### src/hdl/assert_macros.svh
// ---------------------------------------------------------------------------
// Assertion macros shared by the frame receive checker RTL.
// ---------------------------------------------------------------------------
`ifndef ASSERT_MACROS_SVH
`define ASSERT_MACROS_SVH

// Clocked implication check, masked while reset is high.
`define FCR_ASSERT(lbl, clk, rst, prop, msg) \
  lbl: assert property (@(posedge clk) disable iff (rst) (prop)) else $error(msg);

// Condition that must never be seen at a clock edge.
`define FCR_NEVER(lbl, clk, rst, cond, msg) \
  `FCR_ASSERT(lbl, clk, rst, !(cond), msg)

`endif

### src/hdl/fcr_pkg.sv
// ---------------------------------------------------------------------------
// fcr_pkg
// Types and constants of the frame receive checker.
// ---------------------------------------------------------------------------
package fcr_pkg;

  typedef enum logic [1:0] {
    V_ACCEPT = 2'd0,
    V_DUP    = 2'd1,
    V_NACK   = 2'd2,
    V_DONE   = 2'd3
  } verdict_t;

  typedef enum logic [1:0] {
    ST_RECV,
    ST_READ,
    ST_DATA
  } state_t;

  localparam logic CFG_ACK  = 1'b0;
  localparam logic CFG_NACK = 1'b1;

  localparam logic [3:0] SEQ_RESET   = 4'd15;
  localparam logic [3:0] ACK_RESET   = 4'd0;
  localparam logic [3:0] NACK_RESET  = 4'd1;
  localparam logic [3:0] DONE_WINDOW = 4'd4;

  typedef struct packed {
    logic [3:0] frame_seq;
    logic [3:0] frame_kind;
    logic [5:0] payload_len;
    logic [7:0] payload_byte;
    logic [7:0] parity_byte;
    logic       frame_end;
  } rx_item_t;

  typedef struct packed {
    verdict_t   verdict;
    logic [3:0] kind_out;
    logic [3:0] seq_out;
    logic [7:0] result_value;
    logic [7:0] data_out;
    logic       run_last;
  } tx_item_t;

endpackage

### src/hdl/frame_receive_checker_core.sv
// ---------------------------------------------------------------------------
// frame_receive_checker_core
// Stores frame payload, checks parity and sequence, replays accepted frames.
// ---------------------------------------------------------------------------
// Output: a rejected frame's result is loaded at the edge that takes its
//   final byte; an accepted frame's bytes are read in ST_READ, loaded in ST_DATA.
// Throughput: one byte per cycle on receive while no result waits; an accepted
//   frame replays its N stored bytes, each by a store read, then a load.
// Reset: synchronous; last sequence 15, ack code 0, nack code 1; the payload
//   store is not cleared.
`include "assert_macros.svh"

module frame_receive_checker_core #(
  parameter int PAYLOAD_BYTES = 63
) (
  input  logic              clk,
  input  logic              rst,
  input  logic              rx_valid,
  output logic              rx_stall,
  input  fcr_pkg::rx_item_t rx_data,
  output logic              tx_valid,
  input  logic              tx_stall,
  output fcr_pkg::tx_item_t tx_data,
  input  logic              cfg_valid,
  output logic              cfg_ready,
  input  logic              cfg_index,
  input  logic [3:0]        cfg_data
);

  localparam int CNT_W  = $clog2(PAYLOAD_BYTES + 1);
  localparam int ADDR_W = (PAYLOAD_BYTES > 1) ? $clog2(PAYLOAD_BYTES) : 1;
  localparam logic [CNT_W-1:0] CNT_MAX = CNT_W'(PAYLOAD_BYTES);

  fcr_pkg::state_t   state, state_next;
  fcr_pkg::verdict_t verdict;

  logic [3:0]       ack_code;
  logic [3:0]       nack_code;
  logic [3:0]       accepted_seq;
  logic [7:0]       parity_acc;
  logic [7:0]       acc_next;
  logic [CNT_W-1:0] byte_index;
  logic [CNT_W-1:0] count_next;
  logic [7:0]       first_byte;
  logic [7:0]       byte0_now;
  logic [CNT_W-1:0] s_count;
  logic [CNT_W-1:0] rd_idx;
  logic [3:0]       s_kind;
  logic [7:0]       s_value;
  logic [7:0]       rd_data;

  logic rx_take;
  logic store_ok;
  logic frame_done;
  logic out_free;
  logic rd_en;
  logic data_load;
  logic reject_load;
  logic run_end;

  assign cfg_ready = 1'b1;

  always_ff @(posedge clk) begin
    if (rst) begin
      ack_code  <= fcr_pkg::ACK_RESET;
      nack_code <= fcr_pkg::NACK_RESET;
    end else if (cfg_valid) begin
      case (cfg_index)
        fcr_pkg::CFG_ACK:  ack_code  <= cfg_data;
        fcr_pkg::CFG_NACK: nack_code <= cfg_data;
        default: ;
      endcase
    end
  end

  assign rx_take    = rx_valid && !rx_stall;
  assign out_free   = !tx_valid || !tx_stall;
  assign store_ok   = byte_index < CNT_MAX;
  assign frame_done = rx_take && rx_data.frame_end;
  assign run_end    = (rd_idx + CNT_W'(1)) == s_count;

  always_comb begin
    acc_next = parity_acc;
    if (store_ok && 8'(byte_index) < 8'(rx_data.payload_len)) begin
      acc_next = parity_acc ^ rx_data.payload_byte;
    end
  end

  assign count_next = store_ok ? byte_index + CNT_W'(1) : byte_index;
  assign byte0_now  = (byte_index == '0) ? rx_data.payload_byte : first_byte;

  fcr_verdict u_verdict (
    .seq          (rx_data.frame_seq),
    .accepted_seq (accepted_seq),
    .acc          (acc_next),
    .parity       (rx_data.parity_byte),
    .verdict      (verdict)
  );

  fcr_store #(
    .DEPTH  (PAYLOAD_BYTES),
    .ADDR_W (ADDR_W)
  ) u_store (
    .clk     (clk),
    .wr_en   (rx_take && store_ok),
    .wr_addr (byte_index[ADDR_W-1:0]),
    .wr_data (rx_data.payload_byte),
    .rd_en   (rd_en),
    .rd_addr (rd_idx[ADDR_W-1:0]),
    .rd_data (rd_data)
  );

  always_comb begin
    state_next = state;
    case (state)
      fcr_pkg::ST_RECV: begin
        if (frame_done && verdict == fcr_pkg::V_ACCEPT) begin
          state_next = fcr_pkg::ST_READ;
        end
      end
      fcr_pkg::ST_READ: state_next = fcr_pkg::ST_DATA;
      fcr_pkg::ST_DATA: begin
        if (out_free) begin
          state_next = run_end ? fcr_pkg::ST_RECV : fcr_pkg::ST_READ;
        end
      end
      default: state_next = fcr_pkg::ST_RECV;
    endcase
  end

  always_comb begin
    rx_stall    = 1'b1;
    rd_en       = 1'b0;
    data_load   = 1'b0;
    reject_load = 1'b0;
    case (state)
      fcr_pkg::ST_RECV: begin
        rx_stall    = !out_free;
        reject_load = frame_done && verdict != fcr_pkg::V_ACCEPT;
      end
      fcr_pkg::ST_READ: rd_en = 1'b1;
      fcr_pkg::ST_DATA: data_load = out_free;
      default: ;
    endcase
  end

  always_ff @(posedge clk) begin
    if (rst) begin
      state <= fcr_pkg::ST_RECV;
    end else begin
      state <= state_next;
    end
  end

  always_ff @(posedge clk) begin
    if (rst) begin
      accepted_seq <= fcr_pkg::SEQ_RESET;
      parity_acc   <= '0;
      byte_index   <= '0;
    end else if (rx_take) begin
      if (rx_data.frame_end) begin
        parity_acc <= '0;
        byte_index <= '0;
        if (verdict == fcr_pkg::V_ACCEPT) begin
          accepted_seq <= rx_data.frame_seq;
        end
      end else begin
        parity_acc <= acc_next;
        byte_index <= count_next;
      end
    end
  end

  always_ff @(posedge clk) begin
    if (rx_take && byte_index == '0) begin
      first_byte <= rx_data.payload_byte;
    end
  end

  always_ff @(posedge clk) begin
    if (frame_done && verdict == fcr_pkg::V_ACCEPT) begin
      s_count <= count_next;
      s_kind  <= rx_data.frame_kind;
      if (rx_data.frame_kind == ack_code || rx_data.frame_kind == nack_code) begin
        s_value <= byte0_now;
      end else begin
        s_value <= 8'(rx_data.payload_len);
      end
    end
  end

  always_ff @(posedge clk) begin
    if (rst) begin
      rd_idx <= '0;
    end else if (frame_done) begin
      rd_idx <= '0;
    end else if (data_load) begin
      rd_idx <= rd_idx + CNT_W'(1);
    end
  end

  always_ff @(posedge clk) begin
    if (rst) begin
      tx_valid <= 1'b0;
    end else if (reject_load || data_load) begin
      tx_valid <= 1'b1;
    end else if (!tx_stall) begin
      tx_valid <= 1'b0;
    end
  end

  always_ff @(posedge clk) begin
    if (reject_load) begin
      tx_data.verdict      <= verdict;
      tx_data.kind_out     <= (verdict == fcr_pkg::V_NACK) ? nack_code
                                                          : rx_data.frame_kind;
      tx_data.seq_out      <= (verdict == fcr_pkg::V_DUP) ? rx_data.frame_seq : 4'd0;
      tx_data.result_value <= 8'd0;
      tx_data.data_out     <= 8'd0;
      tx_data.run_last     <= 1'b1;
    end else if (data_load) begin
      tx_data.verdict      <= fcr_pkg::V_ACCEPT;
      tx_data.kind_out     <= s_kind;
      tx_data.seq_out      <= 4'd0;
      tx_data.result_value <= s_value;
      tx_data.data_out     <= rd_data;
      tx_data.run_last     <= run_end;
    end
  end

  `FCR_ASSERT(a_rx_only_recv, clk, rst, rx_take |-> state == fcr_pkg::ST_RECV,
              "byte taken outside receive state")
  `FCR_ASSERT(a_rd_in_range, clk, rst,
              state != fcr_pkg::ST_RECV |-> (rd_idx < s_count && s_count <= CNT_MAX),
              "replay index beyond stored count")
  `FCR_ASSERT(a_reject_single, clk, rst,
              tx_valid && tx_data.verdict != fcr_pkg::V_ACCEPT |-> tx_data.run_last,
              "rejected frame result without run_last")
  `FCR_ASSERT(a_run_end_recv, clk, rst, data_load && run_end |=> state == fcr_pkg::ST_RECV,
              "replay did not return to receive after last byte")
  `FCR_NEVER(a_no_overrun, clk, rst, byte_index > CNT_MAX,
             "byte index beyond store depth")

endmodule

### src/hdl/fcr_store.sv
// ---------------------------------------------------------------------------
// fcr_store
// Payload byte store: one write port, one registered read port.
// ---------------------------------------------------------------------------
module fcr_store #(
  parameter int DEPTH  = 63,
  parameter int ADDR_W = 6
) (
  input  logic              clk,
  input  logic              wr_en,
  input  logic [ADDR_W-1:0] wr_addr,
  input  logic [7:0]        wr_data,
  input  logic              rd_en,
  input  logic [ADDR_W-1:0] rd_addr,
  output logic [7:0]        rd_data
);

  logic [7:0] mem [DEPTH];

  always_ff @(posedge clk) begin
    if (wr_en) begin
      mem[wr_addr] <= wr_data;
    end
  end

  always_ff @(posedge clk) begin
    if (rd_en) begin
      rd_data <= mem[rd_addr];
    end
  end

endmodule

### src/hdl/fcr_verdict.sv
// ---------------------------------------------------------------------------
// fcr_verdict
// Frame-end decision: duplicate, parity, window and sequence checks.
// ---------------------------------------------------------------------------
module fcr_verdict (
  input  logic [3:0]       seq,
  input  logic [3:0]       accepted_seq,
  input  logic [7:0]       acc,
  input  logic [7:0]       parity,
  output fcr_pkg::verdict_t verdict
);

  logic [3:0] expected;
  logic [3:0] lag;

  assign expected = accepted_seq + 4'd1;
  assign lag      = expected - seq;

  always_comb begin
    if (seq == accepted_seq) begin
      verdict = fcr_pkg::V_DUP;
    end else if (acc != parity) begin
      verdict = fcr_pkg::V_NACK;
    end else if (lag != 4'd0 && lag <= fcr_pkg::DONE_WINDOW) begin
      verdict = fcr_pkg::V_DONE;
    end else if (seq != expected) begin
      verdict = fcr_pkg::V_NACK;
    end else begin
      verdict = fcr_pkg::V_ACCEPT;
    end
  end

endmodule
### config.mk
export PLATFORM = sky130hd
export DESIGN_NAME = frame_receive_checker_core
export DESIGN_NICKNAME = d
export VERILOG_FILES = /design/src/hdl/fcr_pkg.sv /design/src/hdl/frame_receive_checker_core.sv /design/src/hdl/fcr_store.sv /design/src/hdl/fcr_verdict.sv
export VERILOG_INCLUDE_DIRS = /design/src /design/src/hdl
export SDC_FILE = /design/constraint.sdc
export NUM_CORES = 1
export LEC_CHECK = 0
export BUFFER_PORTS_ARGS = -buffer_cell sky130_fd_sc_hd__buf_4
export CAP_MARGIN = 20
export CORE_MARGIN = 8
export CORE_UTILIZATION = 40
export CTS_BUF_LIST = sky130_fd_sc_hd__clkbuf_8
export DETAILED_ROUTE_END_ITERATION = 8
export PLACE_DENSITY_LB_ADDON = 0.12
export RECOVER_POWER = 100
export SLEW_MARGIN = 15
export SYNTH_ARGS = -nofsm -noshare
export SYNTH_HDL_FRONTEND = slang
export SYNTH_SLANG_ARGS = --single-unit
### constraint.sdc
create_clock -name clk -period 3.9 [get_ports clk]
set_input_delay 0.975 -clock clk [delete_from_list [all_inputs] [get_ports clk]]
set_output_delay 0.975 -clock clk [all_outputs]
set_load 0.01 [all_outputs]
==> summary.txt, run 1 <==
Status
  – Status: finished, violations left
  – Violated checks: capacitance limit, slew limit

CTS
  – CTS-repair resized insts: 0
  – CTS Buffer Depth: 3
  – Clock latency on the worst-skew pair: 0.67 ns
  – Clock Pin Slew Worst Setup and Hold Paths: 0.06 ns
  – Clk root buf: clkbuf_8
  – H-tree depth: 3
  – CTS tree: yes
  – CTS Buf Count: 101
  – # hold bufs at CTS: 0
  – Postcts setup bufs: 0
  – Clk sinks: 600

Critical path
  – Setup crit end kind: register
  – CP required: 4.21 ns
  – R2r worst-path depth: 9
  – Startpoint types: register
  – Crit-path max FO: 12
  – Setup Crit Path Kind: reg -> reg
  – Worst path arrival time: 3.70 ns

Placed design
  – Post-DP HPWL: 38,790 um
  – GP Congestion: 0.8080
  – Dpl cell area: 0.02616 mm^2
  – I/O Buffers: 69

Global route
  – Global-route wire length before repair: 89,640 um
  – Largest net degree at the start of global routing: 68
  – Initial antenna violation count: 4
  – Grt ovf: 0
  – GRT Util Overall: 0.1813
  – Number of global-route vias before repair: 13,131

Floorplan
  – Die Footprint: 0.06801 mm^2
  – Area of the core: 0.05913 mm^2
  – Starting Density: 0.4053
  – Rows: 89
  – Die H: 260.8 um
  – Overall die width: 260.8 um
  – Io pins: 71

Cells and area
  – Area delta synth->final: 15.01%
  – Fill count: 5,220
  – Fin nets: 1,551
  – Layout cell share with drive strength beyond 1: 0.2269
  – Fin area: 0.02757 mm^2

Yosys
  – Top cells by area, synth: edfxtp_1 (69%), mux4_2 (15%), dfxtp_1 (4.3%), nor2_1 (1.6%), a21oi_1 (1.0%)
  – FF+latch count, synth: 600
  – Synthesized net count: 1,330
  – Post-synth top area share: 0.6866
  – Mapped Cells: 1,277
  – Most frequent cell after synthesis: edfxtp_1
  – Syn Area/Cell: 18.77 um^2
  – Ys async rst share: 0
  – List of most frequent post-synthesis cells: edfxtp_1 (548), mux4_2 (160), nor2_1 (105)
  – Synth area leader: edfxtp_1
  – Top_reg_cell synth: edfxtp_1
  – Yosys Warn Count: 0
  – Distinct cells, synth: 49
  – Post-synth EDFFs: 548
  – Sequential share of the synthesized area: 0.7300
  – Mapped cell area: 0.02397 mm^2

Min path
  – Min-Delay Path Class: reg -> reg
  – Hold Crit Depth: 2

STA
  – Worst Hold Slack: 0.4528 ns
  – Achievable Freq: 0.2952 GHz
  – Final Hold Fails: 0
  – RSZ-0062 raised after global routing: false
  – Tightest Pin Transition: 1.834 ns
  – Setup TNS: 0 ns
  – Slew Viols, Final: 240
  – Skew final: 0.03777 ns
  – Final setup viols: 0
  – Slew HR: -0.2226
  – Tmin final: 3.388 ns
  – Post-route clock period utilization: 0.8686

Route
  – Antenna-violating nets left: 0
  – DRT Pass-1 Iters: 5
  – Via/cell ratio: 5.405
  – Remaining DRCs: 0
  – Total routed wirelength: 61,190 um
  – Detailed Route Iter0 Violations: 1,101
  – Via Count: 12,744
  – Drt wl/cell: 25.95 um

Power
  – Pleak: 8.681 nW
  – Worst vdd ir: 0.0002154 V
  – PD cells: 460.1 mW/mm^2
  – Final Total Pwr: 12.68 mW

Flow run
  – Max_cap viols: 4
==> layout make-up <==
| type | instances | area, um^2 | area share |
|---|---|---|---|
| Inverter | 20 | 75.07 | 0.002723 |
| Clock inverter | 83 | 471.7 | 0.01711 |
| Sequential cell | 600 | 17510 | 0.6351 |
| Antenna cell | 3 | 7.507 | 0.0002723 |
| Clock buffer | 104 | 1431 | 0.05193 |
| Tap cell | 773 | 967.2 | 0.03509 |
| Timing Repair Buffer | 184 | 972.2 | 0.03527 |
| Multi-Input combinational cell | 591 | 6133 | 0.2225 |
==> through the flow <==
stage / setup slack [ns] / util / cells
4_1_cts: 0.7544 / 0.4746 / 2355
6_report: 0.5125 / 0.4662 / 2358
3_3_place_gp: 0.1088 / 0.4425 / 2168
5_1_grt: 0.3548 / 0.4660 / 2355
3_5_place_dp: 0.04021 / 0.4425 / 2168
2_1_floorplan: 0.2946 / - / 1277
==> worst max-delay path, cell delays in order, from the launching register on <==
cell and delay, ns:
dfxtp_1 0.38, buf_4 0.23, nand3_1 0.34, or2_0 0.32, buf_4 0.18, and3_1 0.20
nand3_1 0.10, clkbuf_1 0.80, nor2_1 0.13, clkbuf_1 0.34
==> final timing paths <==
path                                    from                      endpoint  slack [ns]
setup / recovery  byte_index[4]$_SDFFE_PP0P_  u_store.mem[13][0]$_DFFE_PP_        0.51
hold / removal      tx_data[10]$_SDFFE_PP0P_      tx_data[10]$_SDFFE_PP0P_        0.45
setup reg to reg  byte_index[4]$_SDFFE_PP0P_  u_store.mem[13][0]$_DFFE_PP_        0.51
hold reg to reg     tx_data[10]$_SDFFE_PP0P_      tx_data[10]$_SDFFE_PP0P_        0.45
==> logic make-up (layout without fill, tap and decap cells) <==
family          Yosys count  in the layout  synth area share
compound gates          110            110           0.02793
other cells               1              4         0.0001565
simple gates            243            243           0.04589
xor+xnor                 41             41           0.01498
fa+ha+maj                12             12          0.006265
flops                   600            600            0.7300
buf+inv                  86            391           0.01415
mux                     184            184            0.1606
==> sequential cells by signal (all words and copies together), names as in the netlist <==
register	count
s_count	6
accepted_seq	4
byte_index	6
nack_code	4
rd_idx	6
ack_code	4
tx_data	27
first_byte	8
tx_valid	1
state	2
parity_acc	8
u_store.mem	504
s_kind	4
u_store.rd_data	8
s_value	8
==> cell usage in the layout, fill, tap and decap left out, drive strengths merged, types with 5 or more instances in the layout <==
cell type	count
a211o	6
a21oi	50
a22oi	5
and2	5
and3	9
buf	49
clkbuf	239
clkinv	31
clkinvlp	5
dfxtp	52
edfxtp	548
ha	12
inv	63
mux2i	20
mux4	160
nand2	62
nand2b	5
nand3	19
nand3b	11
nor2	105
nor3	10
o211ai	5
o21ai	25
xnor2	23
xor2	18
==> layer usage <==
| metal | vias up | GRT usage | routed length (um) |
|---|---|---|---|
| li1 | 5585 | - | - |
| met1 | 6700 | 0.2569 | 28010 |
| met2 | 387 | 0.2826 | 28300 |
| met3 | 72 | 0.03573 | 3770 |
| met4 | 0 | 0.05435 | 1101 |
| met5 | - | 0 | 0 |
==> report_power, final <==
group / internal [mW] / total [mW] / switching, mW
clock network: 2.75 / 5.27 / 2.52
registers: 7.05 / 7.06 / 0.0144
logic: 0.100 / 0.351 / 0.251
No activity file was read; power rests on OpenSTA's default activity.
==> run 2, diff against run 1 <==
--- a/config.mk
+++ b/config.mk
@@ -6,7 +6,7 @@
 export SDC_FILE = /design/constraint.sdc
 export NUM_CORES = 1
 export LEC_CHECK = 0
-export BUFFER_PORTS_ARGS = -buffer_cell sky130_fd_sc_hd__buf_4
+export BUFFER_PORTS_ARGS = -buffer_cell sky130_fd_sc_hd__buf_2
 export CAP_MARGIN = 20
 export CORE_MARGIN = 8
 export CORE_UTILIZATION = 40
==> run 2 against run 1 <==
Compared with the run above:
- the run still ends with capacitance limit, slew limit left
- critical path depth stayed put
- sequential power barely moved
- critical path type unchanged
- critical endpoint is now u_store.mem[61][3]$_DFFE_PP_
- die area unchanged
- sequential share of layout area barely moved
- setup slack lost 0.042 ns
- fmax decreased by 1.2%
- via count increased by 0.24%
- final cell count about the same
==> summary.txt, run 2 (same netlist as run 1, synthesis figures left out) <==
Status
  – Status: finished, violations left
  – Violated checks: capacitance limit, slew limit

Global route
  – Initial antenna violation count: 8
  – Number of global-route vias before repair: 13,290
  – Grt ovf: 0
  – Global-route wire length before repair: 90,580 um
  – GRT Util Overall: 0.1828
  – Largest net degree at the start of global routing: 68

Critical path
  – Crit path max-delay family: buffers and inverters
  – Bufs and invs on worst path: 3
  – CP Cell Sequence: ha_1 -> nand2_1 -> or2_0 -> clkbuf_1 -> and3_1 -> nand3_1 -> clkbuf_1 -> nor2_1 -> clkbuf_1
  – Startpoint types: register
  – Setup Crit Path Kind: reg -> reg
  – CP required: 4.22 ns
  – Crit-path max FO: 10
  – Slowest stage cell, crit path: clkbuf_1
  – Cell mode on critical path: clkbuf_1
  – Max incr delay on CP: 0.46 ns
  – Setup crit end kind: register
  – Worst path arrival time: 3.75 ns

Cells and area
  – Max reg flops: 504
  – Area delta synth->final: 14.99%
  – Most frequent cells in the layout: edfxtp_1 (548), mux4_2 (160), clkbuf_1 (131)
  – Most flops, register: u_store.mem
  – Largest regs: u_store.mem (504), tx_data (27)
  – Layout cell share with drive strength beyond 1: 0.2271
  – Final Core Density: 0.4661
  – Commonest non-fill, non-tap cell in the layout: edfxtp_1
  – Fin nets: 1,556

Route
  – Via/cell ratio: 5.420
  – Via Count: 12,774
  – Antenna-violating nets left: 0
  – Total routed wirelength: 61,610 um
  – Remaining DRCs: 0
  – Drt wl/cell: 26.14 um
  – Detailed Route Iter0 Violations: 1,086
  – DRT Pass-1 Iters: 5

CTS
  – Clock Pin Slew Worst Setup and Hold Paths: 0.06 ns
  – CTS Buffer Depth: 3
  – H-tree depth: 3
  – Clock latency on the worst-skew pair: 0.69 ns
  – CTS-repair resized insts: 0
  – Postcts setup bufs: 0
  – Clk root buf: clkbuf_8
  – CTS Buf Count: 99
  – # hold bufs at CTS: 0
  – Clk sinks: 600
  – CTS tree: yes

Floorplan
  – Starting Density: 0.4053
  – Die H: 260.8 um
  – Die Footprint: 0.06801 mm^2
  – Rows: 89
  – Overall die width: 260.8 um
  – Area of the core: 0.05913 mm^2
  – Io pins: 71

STA
  – Skew final: 0.04157 ns
  – Tightest Pin Transition: 2.507 ns
  – Final setup viols: 0
  – Slew HR: -0.6711
  – Final Hold Fails: 0
  – Setup TNS: 0 ns
  – RSZ-0062 raised after global routing: false
  – Post-route clock period utilization: 0.8793
  – Tmin final: 3.429 ns
  – Achievable Freq: 0.2916 GHz
  – Slew Viols, Final: 491

Power
  – Worst vdd ir: 0.0002361 V
  – PD cells: 454.9 mW/mm^2
  – Pleak: 8.646 nW

Placed design
  – I/O Buffers: 69
  – Post-DP HPWL: 39,630 um
  – GP Congestion: 0.7917

Flow run
  – Max_cap viols: 9

Min path
  – Min-Delay Path Class: reg -> reg
## run 2: layer usage
layer / vias up / track usage / part of all wire
met4: 4 / 0.05950 / 0.019
met5: - / 0 / 0.00037
li1: 5598 / - / -
met1: 6713 / 0.2609 / 0.45
met3: 71 / 0.03573 / 0.062
met2: 388 / 0.2809 / 0.46
## run 2: stage by stage
| step | power, mW | hold slack, ns | instance area [um^2] | setup WS (ns) | instances |
|---|---|---|---|---|---|
| after floorplan | 7.329 | 0.4390 | 23970 | 0.2946 | 1277 |
| after global placement | 7.544 | 0.4445 | 26110 | 0.1159 | 2174 |
| after detailed placement | 7.552 | 0.4524 | 26110 | 0.07116 | 2174 |
| after CTS | 12.70 | 0.4610 | 27940 | 0.7113 | 2353 |
| after global routing | 12.99 | 0.4839 | 27560 | 0.2727 | 2355 |
| final | 12.54 | 0.4587 | 27560 | 0.4707 | 2357 |
## run 2: final cells by class
| cell class | count | area [um^2] |
|---|---|---|
| Timing Repair Buffer | 191 | 1035 |
| Sequential cell | 600 | 17510 |
| Fill cell | 5105 | 31570 |
| Inverter | 20 | 75.07 |
| Clock inverter | 74 | 385.4 |
| Clock buffer | 105 | 1445 |
| Antenna cell | 3 | 7.507 |
| Tap cell | 773 | 967.2 |
| Multi-Input combinational cell | 591 | 6140 |
## run 2: final timing paths
kind / from / end / slack [ns] / cells past startpoint
max: byte_index[0]$_SDFFE_PP0P_ / u_store.mem[61][3]$_DFFE_PP_ / 0.47 / 9
min: tx_data[7]$_SDFFE_PP0P_ / tx_data[7]$_SDFFE_PP0P_ / 0.46 / 2
max reg2reg: byte_index[0]$_SDFFE_PP0P_ / u_store.mem[61][3]$_DFFE_PP_ / 0.47 / 9
min reg2reg: tx_data[7]$_SDFFE_PP0P_ / tx_data[7]$_SDFFE_PP0P_ / 0.46 / 2
## run 2: worst reg2reg max path: stages (launching register included)
cell      delay [ns]
dfxtp_1         0.42
ha_1            0.28
nand2_1         0.10
or2_0           0.11
clkbuf_1        0.39
and3_1          0.29
nand3_1         0.33
clkbuf_1        0.42
nor2_1          0.26
clkbuf_1        0.46
## run 2: power breakdown
group | internal, mW | switching, mW
clock network | 2.63 | 2.50
logic | 0.0926 | 0.252
registers | 7.05 | 0.0139
total | 9.77 | 2.77
